File: src/rtl/core/fws_pkg.sv
// package: actions, status codes and shared types for the statistics fifo
package fws_pkg;
   typedef enum logic [1:0] {
      ACT_ENQ  = 2'd0,
      ACT_DEQ  = 2'd1,
      ACT_STAT = 2'd2,
      ACT_NOP  = 2'd3
   } action_type;

   typedef enum logic [1:0] {
      ST_DONE  = 2'd0,
      ST_FULL  = 2'd1,
      ST_EMPTY = 2'd2
   } status_type;

   typedef enum logic [2:0] {
      S_IDLE,
      S_DEQ,
      S_LOAD,
      S_SORT,
      S_MED,
      S_RSP
   } state_type;

   localparam int VAL_W = 31;
   localparam int CNT_W = 5;
   localparam int SUM_W = 35;
   localparam int MED_W = 32;
   localparam logic [VAL_W-1:0] VAL_MAX = {VAL_W{1'b1}};
endpackage

File: src/rtl/core/fws_ram.sv
// generic simple dual-port ram (separate write and read address) with registered read
module fws_ram #(
   parameter int WIDTH = 31,
   parameter int DEPTH = 16
) (
   input  logic                     clock,
   input  logic                     wr_en,
   input  logic [$clog2(DEPTH)-1:0] wr_addr,
   input  logic [WIDTH-1:0]         wr_data,
   input  logic [$clog2(DEPTH)-1:0] rd_addr,
   output logic [WIDTH-1:0]         rd_data
);
   logic [WIDTH-1:0] mem [DEPTH];
   logic [WIDTH-1:0] rd_data_ff;

   always_ff @(posedge clock) begin
      if (wr_en) begin
         mem[wr_addr] <= wr_data;
      end
      rd_data_ff <= mem[rd_addr];
   end

   assign rd_data = rd_data_ff;
endmodule

File: src/rtl/core/fws_sorter.sv
// insertion sorter: a row of cells that keeps loaded words in ascending order
module fws_sorter
   import fws_pkg::*;
#(
   parameter int DEPTH = 16
) (
   input  logic             clock,
   input  logic             clear,
   input  logic             load,
   input  logic [VAL_W-1:0] load_value,
   input  logic [$clog2(DEPTH)-1:0] sel_a,
   input  logic [$clog2(DEPTH)-1:0] sel_b,
   output logic [VAL_W-1:0] med_a,
   output logic [VAL_W-1:0] med_b
);
   logic [VAL_W-1:0] cell_ff [DEPTH];
   logic [VAL_W-1:0] cell_in [DEPTH];
   logic [DEPTH-1:0] used_ff;
   logic [DEPTH-1:0] used_in;
   logic [DEPTH-1:0] gt;

   always_comb begin
      for (int i = 0; i < DEPTH; i++) begin
         gt[i] = used_ff[i] && (cell_ff[i] > load_value);
      end
      for (int i = 0; i < DEPTH; i++) begin
         cell_in[i] = cell_ff[i];
         used_in[i] = used_ff[i];
         if (load) begin
            if (i == 0) begin
               if (gt[0] || !used_ff[0]) begin
                  cell_in[0] = load_value;
               end
            end else if (gt[i-1]) begin
               cell_in[i] = cell_ff[i-1];
            end else if (gt[i] || !used_ff[i]) begin
               cell_in[i] = load_value;
            end
            if (i == 0) begin
               used_in[0] = 1'b1;
            end else begin
               used_in[i] = used_ff[i] | used_ff[i-1];
            end
         end
      end
   end

   always_ff @(posedge clock) begin
      if (clear) begin
         used_ff <= '0;
      end else begin
         used_ff <= used_in;
      end
      for (int i = 0; i < DEPTH; i++) begin
         cell_ff[i] <= cell_in[i];
      end
   end

   assign med_a = cell_ff[sel_a];
   assign med_b = cell_ff[sel_b];
endmodule

File: src/rtl/core/fifo_with_statistics.sv
// top level: fifo with count, min, max, sum and median report
// response path: enqueue and code 3 go through S_RSP to the registered strobe, dequeue passes S_DEQ first
// statistics read the ram once per entry into the sorting cells, then pass S_SORT and S_MED
// busy is high until the result strobe, so one request is handled at a time, never stalled
// synchronous active-high reset empties the queue; ram contents are not cleared
module fifo_with_statistics
   import fws_pkg::*;
#(
   parameter int DEPTH = 16
) (
   input  logic                  clock,
   input  logic                  reset,
   input  logic                  start,
   output logic                  busy,
   input  logic [1:0]            req_action,
   input  logic [VAL_W-1:0]      req_value,
   output logic                  rsp_strobe,
   output logic [1:0]            rsp_status,
   output logic [VAL_W-1:0]      rsp_out_value,
   output logic [CNT_W-1:0]      rsp_stat_count,
   output logic [VAL_W-1:0]      rsp_stat_min,
   output logic [VAL_W-1:0]      rsp_stat_max,
   output logic [SUM_W-1:0]      rsp_stat_sum,
   output logic [MED_W-1:0]      rsp_stat_median_x2
);
   localparam int AW = $clog2(DEPTH);
   localparam int FW = $clog2(DEPTH + 1);

   state_type state_ff, state_in;
   logic [AW-1:0] head_ff, head_in, tail_ff, tail_in, ptr_ff, ptr_in;
   logic [FW-1:0] fill_ff, fill_in, left_ff, left_in;
   logic          rd_pend_ff, rd_pend_in;
   logic [VAL_W-1:0] min_ff, min_in, max_ff, max_in;
   logic [SUM_W-1:0] sum_ff, sum_in;
   logic [1:0]       st_ff, st_in;
   logic [VAL_W-1:0] ov_ff, ov_in;
   logic [MED_W-1:0] med_ff, med_in;
   logic             stat_ff, stat_in;
   logic             strobe_ff, strobe_in;

   logic             wr_en;
   logic [AW-1:0]    rd_addr;
   logic [VAL_W-1:0] rd_data, med_a, med_b;
   logic             sort_clear, sort_load;
   logic [AW-1:0]    sel_a, sel_b;
   logic [FW-1:0]    half;
   logic             accept;

   assign accept = start && !busy;
   assign busy   = (state_ff != S_IDLE);
   assign wr_en  = accept && (req_action == ACT_ENQ) && (fill_ff != FW'(DEPTH));
   assign rd_addr = (state_ff == S_IDLE) ? head_ff : ptr_ff;
   assign half   = fill_ff >> 1;
   assign sel_a  = AW'(half);
   assign sel_b  = AW'(half - FW'(1));

   fws_ram #(.WIDTH(VAL_W), .DEPTH(DEPTH)) u_ram (
      .clock   (clock),
      .wr_en   (wr_en),
      .wr_addr (tail_ff),
      .wr_data (req_value),
      .rd_addr (rd_addr),
      .rd_data (rd_data)
   );

   fws_sorter #(.DEPTH(DEPTH)) u_sorter (
      .clock      (clock),
      .clear      (sort_clear),
      .load       (sort_load),
      .load_value (rd_data),
      .sel_a      (sel_a),
      .sel_b      (sel_b),
      .med_a      (med_a),
      .med_b      (med_b)
   );

   always_comb begin
      state_in = state_ff;
      head_in = head_ff; tail_in = tail_ff; fill_in = fill_ff;
      ptr_in = ptr_ff; left_in = left_ff; rd_pend_in = 1'b0;
      min_in = min_ff; max_in = max_ff; sum_in = sum_ff;
      st_in = st_ff; ov_in = ov_ff; med_in = med_ff; stat_in = stat_ff;
      strobe_in = 1'b0;
      sort_clear = 1'b0; sort_load = 1'b0;
      case (state_ff)
         S_IDLE: begin
            if (accept) begin
               st_in = ST_DONE; ov_in = '0; stat_in = 1'b0; med_in = '0;
               case (req_action)
                  ACT_ENQ: begin
                     if (fill_ff == FW'(DEPTH)) begin
                        st_in = ST_FULL;
                     end else begin
                        tail_in = (tail_ff == AW'(DEPTH - 1)) ? '0 : tail_ff + AW'(1);
                        fill_in = fill_ff + FW'(1);
                     end
                     state_in = S_RSP;
                  end
                  ACT_DEQ: begin
                     if (fill_ff == '0) begin
                        st_in = ST_EMPTY;
                        state_in = S_RSP;
                     end else begin
                        state_in = S_DEQ;
                     end
                  end
                  ACT_STAT: begin
                     stat_in = 1'b1;
                     sort_clear = 1'b1;
                     min_in = VAL_MAX; max_in = '0; sum_in = '0;
                     ptr_in = head_ff; left_in = fill_ff;
                     state_in = S_LOAD;
                  end
                  default: state_in = S_RSP;
               endcase
            end
         end
         S_DEQ: begin
            ov_in = rd_data;
            head_in = (head_ff == AW'(DEPTH - 1)) ? '0 : head_ff + AW'(1);
            fill_in = fill_ff - FW'(1);
            state_in = S_RSP;
         end
         S_LOAD: begin
            if (rd_pend_ff) begin
               sort_load = 1'b1;
               if (rd_data < min_ff) min_in = rd_data;
               if (rd_data > max_ff) max_in = rd_data;
               sum_in = sum_ff + SUM_W'(rd_data);
            end
            if (left_ff != '0) begin
               rd_pend_in = 1'b1;
               left_in = left_ff - FW'(1);
               ptr_in = (ptr_ff == AW'(DEPTH - 1)) ? '0 : ptr_ff + AW'(1);
            end else if (!rd_pend_ff) begin
               state_in = S_SORT;
            end else begin
               state_in = S_SORT;
            end
         end
         S_SORT: state_in = S_MED;
         S_MED: begin
            if (fill_ff == '0) begin
               med_in = '0;
            end else if (fill_ff[0]) begin
               med_in = {med_a, 1'b0};
            end else begin
               med_in = MED_W'(med_a) + MED_W'(med_b);
            end
            state_in = S_RSP;
         end
         S_RSP: begin
            strobe_in = 1'b1;
            state_in = S_IDLE;
         end
         default: state_in = S_IDLE;
      endcase
   end

   always_ff @(posedge clock) begin
      if (reset) begin
         state_ff <= S_IDLE;
         head_ff <= '0; tail_ff <= '0; fill_ff <= '0;
         rd_pend_ff <= 1'b0; strobe_ff <= 1'b0;
      end else begin
         state_ff <= state_in;
         head_ff <= head_in; tail_ff <= tail_in; fill_ff <= fill_in;
         rd_pend_ff <= rd_pend_in; strobe_ff <= strobe_in;
      end
      ptr_ff <= ptr_in; left_ff <= left_in;
      min_ff <= min_in; max_ff <= max_in; sum_ff <= sum_in;
      st_ff <= st_in; ov_ff <= ov_in; med_ff <= med_in; stat_ff <= stat_in;
   end

   assign rsp_strobe         = strobe_ff;
   assign rsp_status         = strobe_ff ? st_ff : '0;
   assign rsp_out_value      = ov_ff;
   assign rsp_stat_count     = stat_ff ? CNT_W'(fill_ff) : '0;
   assign rsp_stat_min       = stat_ff ? min_ff : '0;
   assign rsp_stat_max       = stat_ff ? max_ff : '0;
   assign rsp_stat_sum       = stat_ff ? sum_ff : '0;
   assign rsp_stat_median_x2 = stat_ff ? med_ff : '0;

   a_fill_bound: assert property (@(posedge clock) disable iff (reset)
      fill_ff <= FW'(DEPTH)) else $error("fill count above depth");
   a_strobe_ends: assert property (@(posedge clock) disable iff (reset)
      rsp_strobe |-> !busy) else $error("strobe while still busy");
   a_full_refuse: assert property (@(posedge clock) disable iff (reset)
      (accept && req_action == ACT_ENQ && fill_ff == FW'(DEPTH)) |=> $stable(fill_ff))
      else $error("refused enqueue changed the fill count");
endmodule
File: config.mk
export PLATFORM = sky130hd
export DESIGN_NAME = fifo_with_statistics
export DESIGN_NICKNAME = d
export VERILOG_FILES = /design/src/rtl/core/fws_pkg.sv /design/src/rtl/core/fws_ram.sv /design/src/rtl/core/fws_sorter.sv /design/src/rtl/core/fifo_with_statistics.sv
export SDC_FILE = /design/constraint.sdc
export NUM_CORES = 2
export LEC_CHECK = 0
export ABC_AREA = 1
export BUFFER_PORTS_ARGS = -buffer_cell sky130_fd_sc_hd__buf_4
export CAP_MARGIN = 0
export CORE_ASPECT_RATIO = 0.75
export CORE_MARGIN = 2
export CORE_UTILIZATION = 33
export CTS_CLUSTER_SIZE = 40
export DETAILED_ROUTE_END_ITERATION = 10
export PLACE_DENSITY = 0.52
export SLEW_MARGIN = 20
export SYNTH_ARGS = -nofsm -noshare
export SYNTH_HDL_FRONTEND = slang
export SYNTH_SLANG_ARGS = --single-unit
File: constraint.sdc
create_clock -name clock -period 4.7 [get_ports clock]
set_clock_uncertainty 0.2 [all_clocks]
set_input_delay 1.175 -clock clock [delete_from_list [all_inputs] [get_ports clock]]
set_output_delay 1.175 -clock clock [all_outputs]
set_load 0.005 [all_outputs]
==> run_summary.xml <==
<?xml version="1.0" encoding="UTF-8"?>
<metrics>
  <group name="clocking">
    <metric name="clock_tree.buffer_depth" unit="">4</metric>
    <metric name="cts_tree" unit="">built</metric>
    <metric name="tritoncts_num_sinks" unit="">1233</metric>
    <metric name="cts_buffers" unit="">151</metric>
    <metric name="htreeDepth" unit="">4</metric>
    <metric name="clk_transition_reported_paths" unit="ps">70</metric>
    <metric name="root_buffer" unit="">sky130_fd_sc_hd__clkbuf_16</metric>
    <metric name="holdBufCountCts" unit="">0</metric>
    <metric name="worstSkewPairLatency" unit="ps">870</metric>
  </group>
  <group name="synth">
    <metric name="asyncSetResetFlopFracSynth" unit="">0</metric>
    <metric name="synth.top_cells.by_area" unit="">sky130_fd_sc_hd__edfxtp_1 45%, sky130_fd_sc_hd__nand2_1 13%, sky130_fd_sc_hd__ha_1 10%, sky130_fd_sc_hd__o21ai_0 5.6%, sky130_fd_sc_hd__inv_1 5.5%</metric>
    <metric name="avgSynthCellArea" unit="um^2">8.28</metric>
    <metric name="synthesized_net_count" unit="">10038</metric>
    <metric name="seq_area_frac_synth" unit="">0.468</metric>
    <metric name="synth_area_leader_cell" unit="">sky130_fd_sc_hd__edfxtp_1</metric>
    <metric name="mappedNetlistArea" unit="um^2">77600</metric>
    <metric name="synthCells" unit="">9368</metric>
    <metric name="yosys_register_bits" unit="">1233</metric>
    <metric name="synth.distinct_cells" unit="">45</metric>
    <metric name="number_of_flops_mapped_to_enable_cells_by_yosys" unit="">1164</metric>
    <metric name="ys_dominant_reg_cell" unit="">sky130_fd_sc_hd__edfxtp_1</metric>
    <metric name="yosysWarningCount" unit="">0</metric>
    <metric name="share_of_the_synthesized_area_in_the_top_cell_type" unit="">0.450</metric>
  </group>
  <group name="pwr">
    <metric name="cellLeakagePower" unit="nW">39.1</metric>
    <metric name="power.total" unit="mW">63.9</metric>
    <metric name="p_per_area" unit="nW/um^2">716</metric>
    <metric name="ir_drop" unit="V">0.000472</metric>
  </group>
  <group name="critical_path">
    <metric name="critPathLaunchType" unit="">flop</metric>
    <metric name="critical_path.max_fanout" unit="">199</metric>
    <metric name="timing.critical_path.slowest_stage_cell" unit="">sky130_fd_sc_hd__buf_12</metric>
    <metric name="reg2reg_setup_slack" unit="ps">240</metric>
    <metric name="worst_path_dominant_cell_family" unit="">simple AND/OR/NAND/NOR gates</metric>
    <metric name="crit-reg2reg-capture" unit="">med_ff[27]$_SDFFCE_PP0P_</metric>
    <metric name="worstPathCellList" unit="">buf_12 &gt; o211ai_1 &gt; o211ai_1 &gt; nand3_1 &gt; nand2_1 &gt; inv_1 &gt; ha_1 &gt; nand2_1 &gt; nor2_1 &gt; nand3_1 &gt; nand3b_1 &gt; nand2_1 &gt; nand3_1 &gt; nand2_1 &gt; nor2_1 &gt; nor2_1</metric>
    <metric name="crit_type" unit="">reg -&gt; reg</metric>
    <metric name="worstRegToRegCells" unit="">16</metric>
    <metric name="cp.arrival" unit="ps">4810</metric>
    <metric name="cp.buffers_inverters" unit="">2</metric>
    <metric name="r2r_start" unit="">fill_ff[1]$_SDFFE_PP0P_</metric>
    <metric name="most_repeated_library_cell_on_the_critical_path" unit="">sky130_fd_sc_hd__nand2_1</metric>
    <metric name="cp.required" unit="ps">5050</metric>
    <metric name="endpoint_class_of_the_critical_path" unit="">flop</metric>
    <metric name="crit_path_max_cell_delay" unit="ps">480</metric>
  </group>
  <group name="min_path">
    <metric name="hold_depth" unit="">2</metric>
    <metric name="hold_end" unit="">u_sorter.used_ff[4]$_SDFFE_PP0P_</metric>
    <metric name="timing.hold.worst.start" unit="">u_sorter.used_ff[3]$_SDFFE_PP0P_</metric>
    <metric name="path_class_of_the_lowest_slack_min_delay_path" unit="">reg -&gt; reg</metric>
  </group>
  <group name="global_routing">
    <metric name="grt_antenna_before_repair" unit="">9</metric>
    <metric name="grt_pass1_wl" unit="mm">445</metric>
    <metric name="track_usage" unit="">0.252</metric>
    <metric name="grt_max_degree" unit="">200</metric>
    <metric name="globalRoute.totalOverflow" unit="">0</metric>
    <metric name="grt_pass1_vias" unit="">63498</metric>
  </group>
  <group name="route">
    <metric name="drcViolationCount" unit="">0</metric>
    <metric name="number_of_antenna_violating_nets_in_the_routed_design" unit="">0</metric>
    <metric name="routedWlPerCell" unit="um">24.3</metric>
    <metric name="number_of_vias_after_detailed_routing" unit="">68450</metric>
    <metric name="1st_pass_router_iterations" unit="">9</metric>
    <metric name="detail_route.wirelength" unit="mm">310</metric>
    <metric name="routed_length_on_met1" unit="mm">144</metric>
    <metric name="dr_wl_met3" unit="mm">27.1</metric>
    <metric name="topRoutingLayerUsed" unit="">met5</metric>
    <metric name="wl_met2" unit="mm">130</metric>
    <metric name="vias_per_cell" unit="">5.36</metric>
    <metric name="drt-initial-drc-count" unit="">8541</metric>
  </group>
  <group name="status">
    <metric name="result_of_the_run" unit="">finished, final reports clean</metric>
  </group>
  <group name="placed_design">
    <metric name="buffer_ports.inserted" unit="">204</metric>
    <metric name="dpl.cell_count" unit="">12495</metric>
    <metric name="place_worst_setup_slack" unit="ps">374</metric>
    <metric name="gp_congestion" unit="">0.931</metric>
    <metric name="detailedPlacementHpwl" unit="mm">227</metric>
    <metric name="placed_cell_area" unit="um^2">84200</metric>
  </group>
  <group name="floorplan">
    <metric name="num_rows" unit="">154</metric>
    <metric name="initial_utilization" unit="">0.331</metric>
    <metric name="die_area" unit="um^2">239000</metric>
    <metric name="ios" unit="">205</metric>
    <metric name="die_w" unit="um">564</metric>
    <metric name="floorplan.core_area" unit="um^2">234000</metric>
    <metric name="die_y" unit="um">424</metric>
  </group>
  <group name="layout">
    <metric name="final_util" unit="">0.381</metric>
    <metric name="syn_to_final_growth" unit="%">14.9</metric>
    <metric name="final_cells" unit="">12766</metric>
    <metric name="fin_nets" unit="">10202</metric>
    <metric name="drive_above_1_share" unit="">0.0830</metric>
    <metric name="final_design_area_no_fill" unit="um^2">89200</metric>
    <metric name="nFillCells" unit="">23786</metric>
  </group>
  <group name="timing">
    <metric name="worst_slew_pin_slew" unit="ps">1110</metric>
    <metric name="fin_crit" unit="ps">4460</metric>
    <metric name="final-max-slew-violation-count" unit="">0</metric>
    <metric name="finalCritPeriodShare" unit="">0.948</metric>
    <metric name="maxSlewHeadroom" unit="">0.259</metric>
    <metric name="fmax" unit="MHz">224</metric>
    <metric name="timing.final.ws_setup" unit="ps">245</metric>
    <metric name="final_layout_worst_hold_slack" unit="ps">301</metric>
    <metric name="timing_hold_violations_final" unit="">0</metric>
    <metric name="setup_violations" unit="">0</metric>
    <metric name="grt_setup_unrepaired" unit="">no</metric>
    <metric name="totalNegativeSetupSlack" unit="ps">0</metric>
  </group>
  <group name="job">
    <metric name="drv_cap" unit="">0</metric>
  </group>
</metrics>
-- Yosys cell counts, types with 7 or more instances --
cell type	n
sky130_fd_sc_hd__ha_1	631
sky130_fd_sc_hd__clkbuf_1	332
sky130_fd_sc_hd__nand3b_1	10
sky130_fd_sc_hd__o21bai_1	7
sky130_fd_sc_hd__a21oi_1	519
sky130_fd_sc_hd__inv_1	1144
sky130_fd_sc_hd__buf_2	99
sky130_fd_sc_hd__o221ai_1	28
sky130_fd_sc_hd__xor2_1	11
sky130_fd_sc_hd__edfxtp_1	1164
sky130_fd_sc_hd__o21ai_0	872
sky130_fd_sc_hd__nand3_1	417
sky130_fd_sc_hd__and2_1	8
sky130_fd_sc_hd__dfxtp_1	69
sky130_fd_sc_hd__a21o_1	36
sky130_fd_sc_hd__inv_2	7
sky130_fd_sc_hd__buf_4	8
sky130_fd_sc_hd__buf_1	49
sky130_fd_sc_hd__nor2_1	647
sky130_fd_sc_hd__nand2_1	2650
sky130_fd_sc_hd__nor4_1	9
sky130_fd_sc_hd__nand4_1	43
sky130_fd_sc_hd__o211ai_1	498
sky130_fd_sc_hd__xnor2_1	11
sky130_fd_sc_hd__nor3_1	48
-- per-layer routing --
layer | track usage | vias up
li1 | - | 32037
met3 | 0.0430 | 428
met4 | 0.0698 | 4
met1 | 0.378 | 32969
met2 | 0.370 | 3012
met5 | 0 | -
-- worst register-to-register path, stage by stage (launching register included) --
cell	delay [ps]
sky130_fd_sc_hd__dfxtp_4	410
sky130_fd_sc_hd__buf_12	480
sky130_fd_sc_hd__o211ai_1	620
sky130_fd_sc_hd__o211ai_1	150
sky130_fd_sc_hd__nand3_1	180
sky130_fd_sc_hd__nand2_1	190
sky130_fd_sc_hd__inv_1	80
sky130_fd_sc_hd__ha_1	400
sky130_fd_sc_hd__nand2_1	160
sky130_fd_sc_hd__nor2_1	370
sky130_fd_sc_hd__nand3_1	150
sky130_fd_sc_hd__nand3b_1	300
sky130_fd_sc_hd__nand2_1	140
sky130_fd_sc_hd__nand3_1	110
sky130_fd_sc_hd__nand2_1	50
sky130_fd_sc_hd__nor2_1	110
sky130_fd_sc_hd__nor2_1	50
-- worst max path at each step --
stage	startpoint	end	slack, ps	cells after the start
after floorplan	u_ram.rd_data[22]$_DFF_P_	u_sorter.cell_ff[8][0]$_DFFE_PP_	460	14
after global placement	fill_ff[2]$_SDFFE_PP0P_	med_ff[26]$_SDFFCE_PP0P_	380	18
after detailed placement	fill_ff[2]$_SDFFE_PP0P_	med_ff[30]$_SDFFCE_PP0P_	370	18
after CTS	fill_ff[2]$_SDFFE_PP0P_	med_ff[30]$_SDFFCE_PP0P_	290	18
after global routing	fill_ff[2]$_SDFFE_PP0P_	med_ff[26]$_SDFFCE_PP0P_	20	19
final	fill_ff[1]$_SDFFE_PP0P_	med_ff[27]$_SDFFCE_PP0P_	240	16
-- registers in the layout, indices dropped and copies added (netlist names), 31 cells and up, named ones only --
register / count
u_ram.rd_data: 31
max_ff: 31
sum_ff: 35
min_ff: 31
rsp_out_value: 31
u_sorter.cell_ff: 496
med_ff: 32
u_ram.mem: 496
-- final cells by class --
type | instances | area [um^2] | share of cell area
clock buffer | 193 | 4110 | 0.0461
sequential | 1233 | 36300 | 0.408
multi-input combinational | 6487 | 35300 | 0.396
clock inverter | 72 | 786 | 0.00881
tap | 3120 | 3900 | 0.0438
timing repair buffer | 504 | 4380 | 0.0491
antenna | 2 | 5.00 | 0.0000561
inverter | 1155 | 4350 | 0.0488
-- cell usage in the layout, fill, tap and decap left out, drive strengths merged, types with 11 or more instances in the layout --
cell,count
nand2,2651
edfxtp,1164
inv,1154
o21ai,878
nor2,651
ha,631
a21oi,519
buf,504
o211ai,498
nand3,417
clkbuf,193
dfxtp,69
clkinv,53
nor3,49
nand4,44
a21o,36
o221ai,28
bufinv,16
xor2,11
xnor2,11
-- power breakdown --
group	switching, mW	internal (mW)	leakage, nW
sequential	0.695	14.1	11.1
clock	5.05	7.05	2.39
combinational	25.7	11.3	25.7
-- cell families (layout without fill, tap and decap cells) --
| group | count (synthesis) | after routing | share of synthesized area |
|---|---|---|---|
| xor+xnor | 22 | 22 | 0.00248 |
| other cells | 0 | 2 | 0 |
| fa+ha+maj | 634 | 634 | 0.103 |
| flops | 1233 | 1233 | 0.468 |
| buf+inv | 1648 | 1924 | 0.0822 |
| compound gates | 1983 | 1983 | 0.147 |
| simple gates | 3848 | 3848 | 0.197 |
-- what timing repair did --
item,in CTS,in global routing
setup endpoints to repair,0,1
resized for setup,0,1
buffers inserted,0,0
No activity file was read; power rests on OpenSTA's default activity.
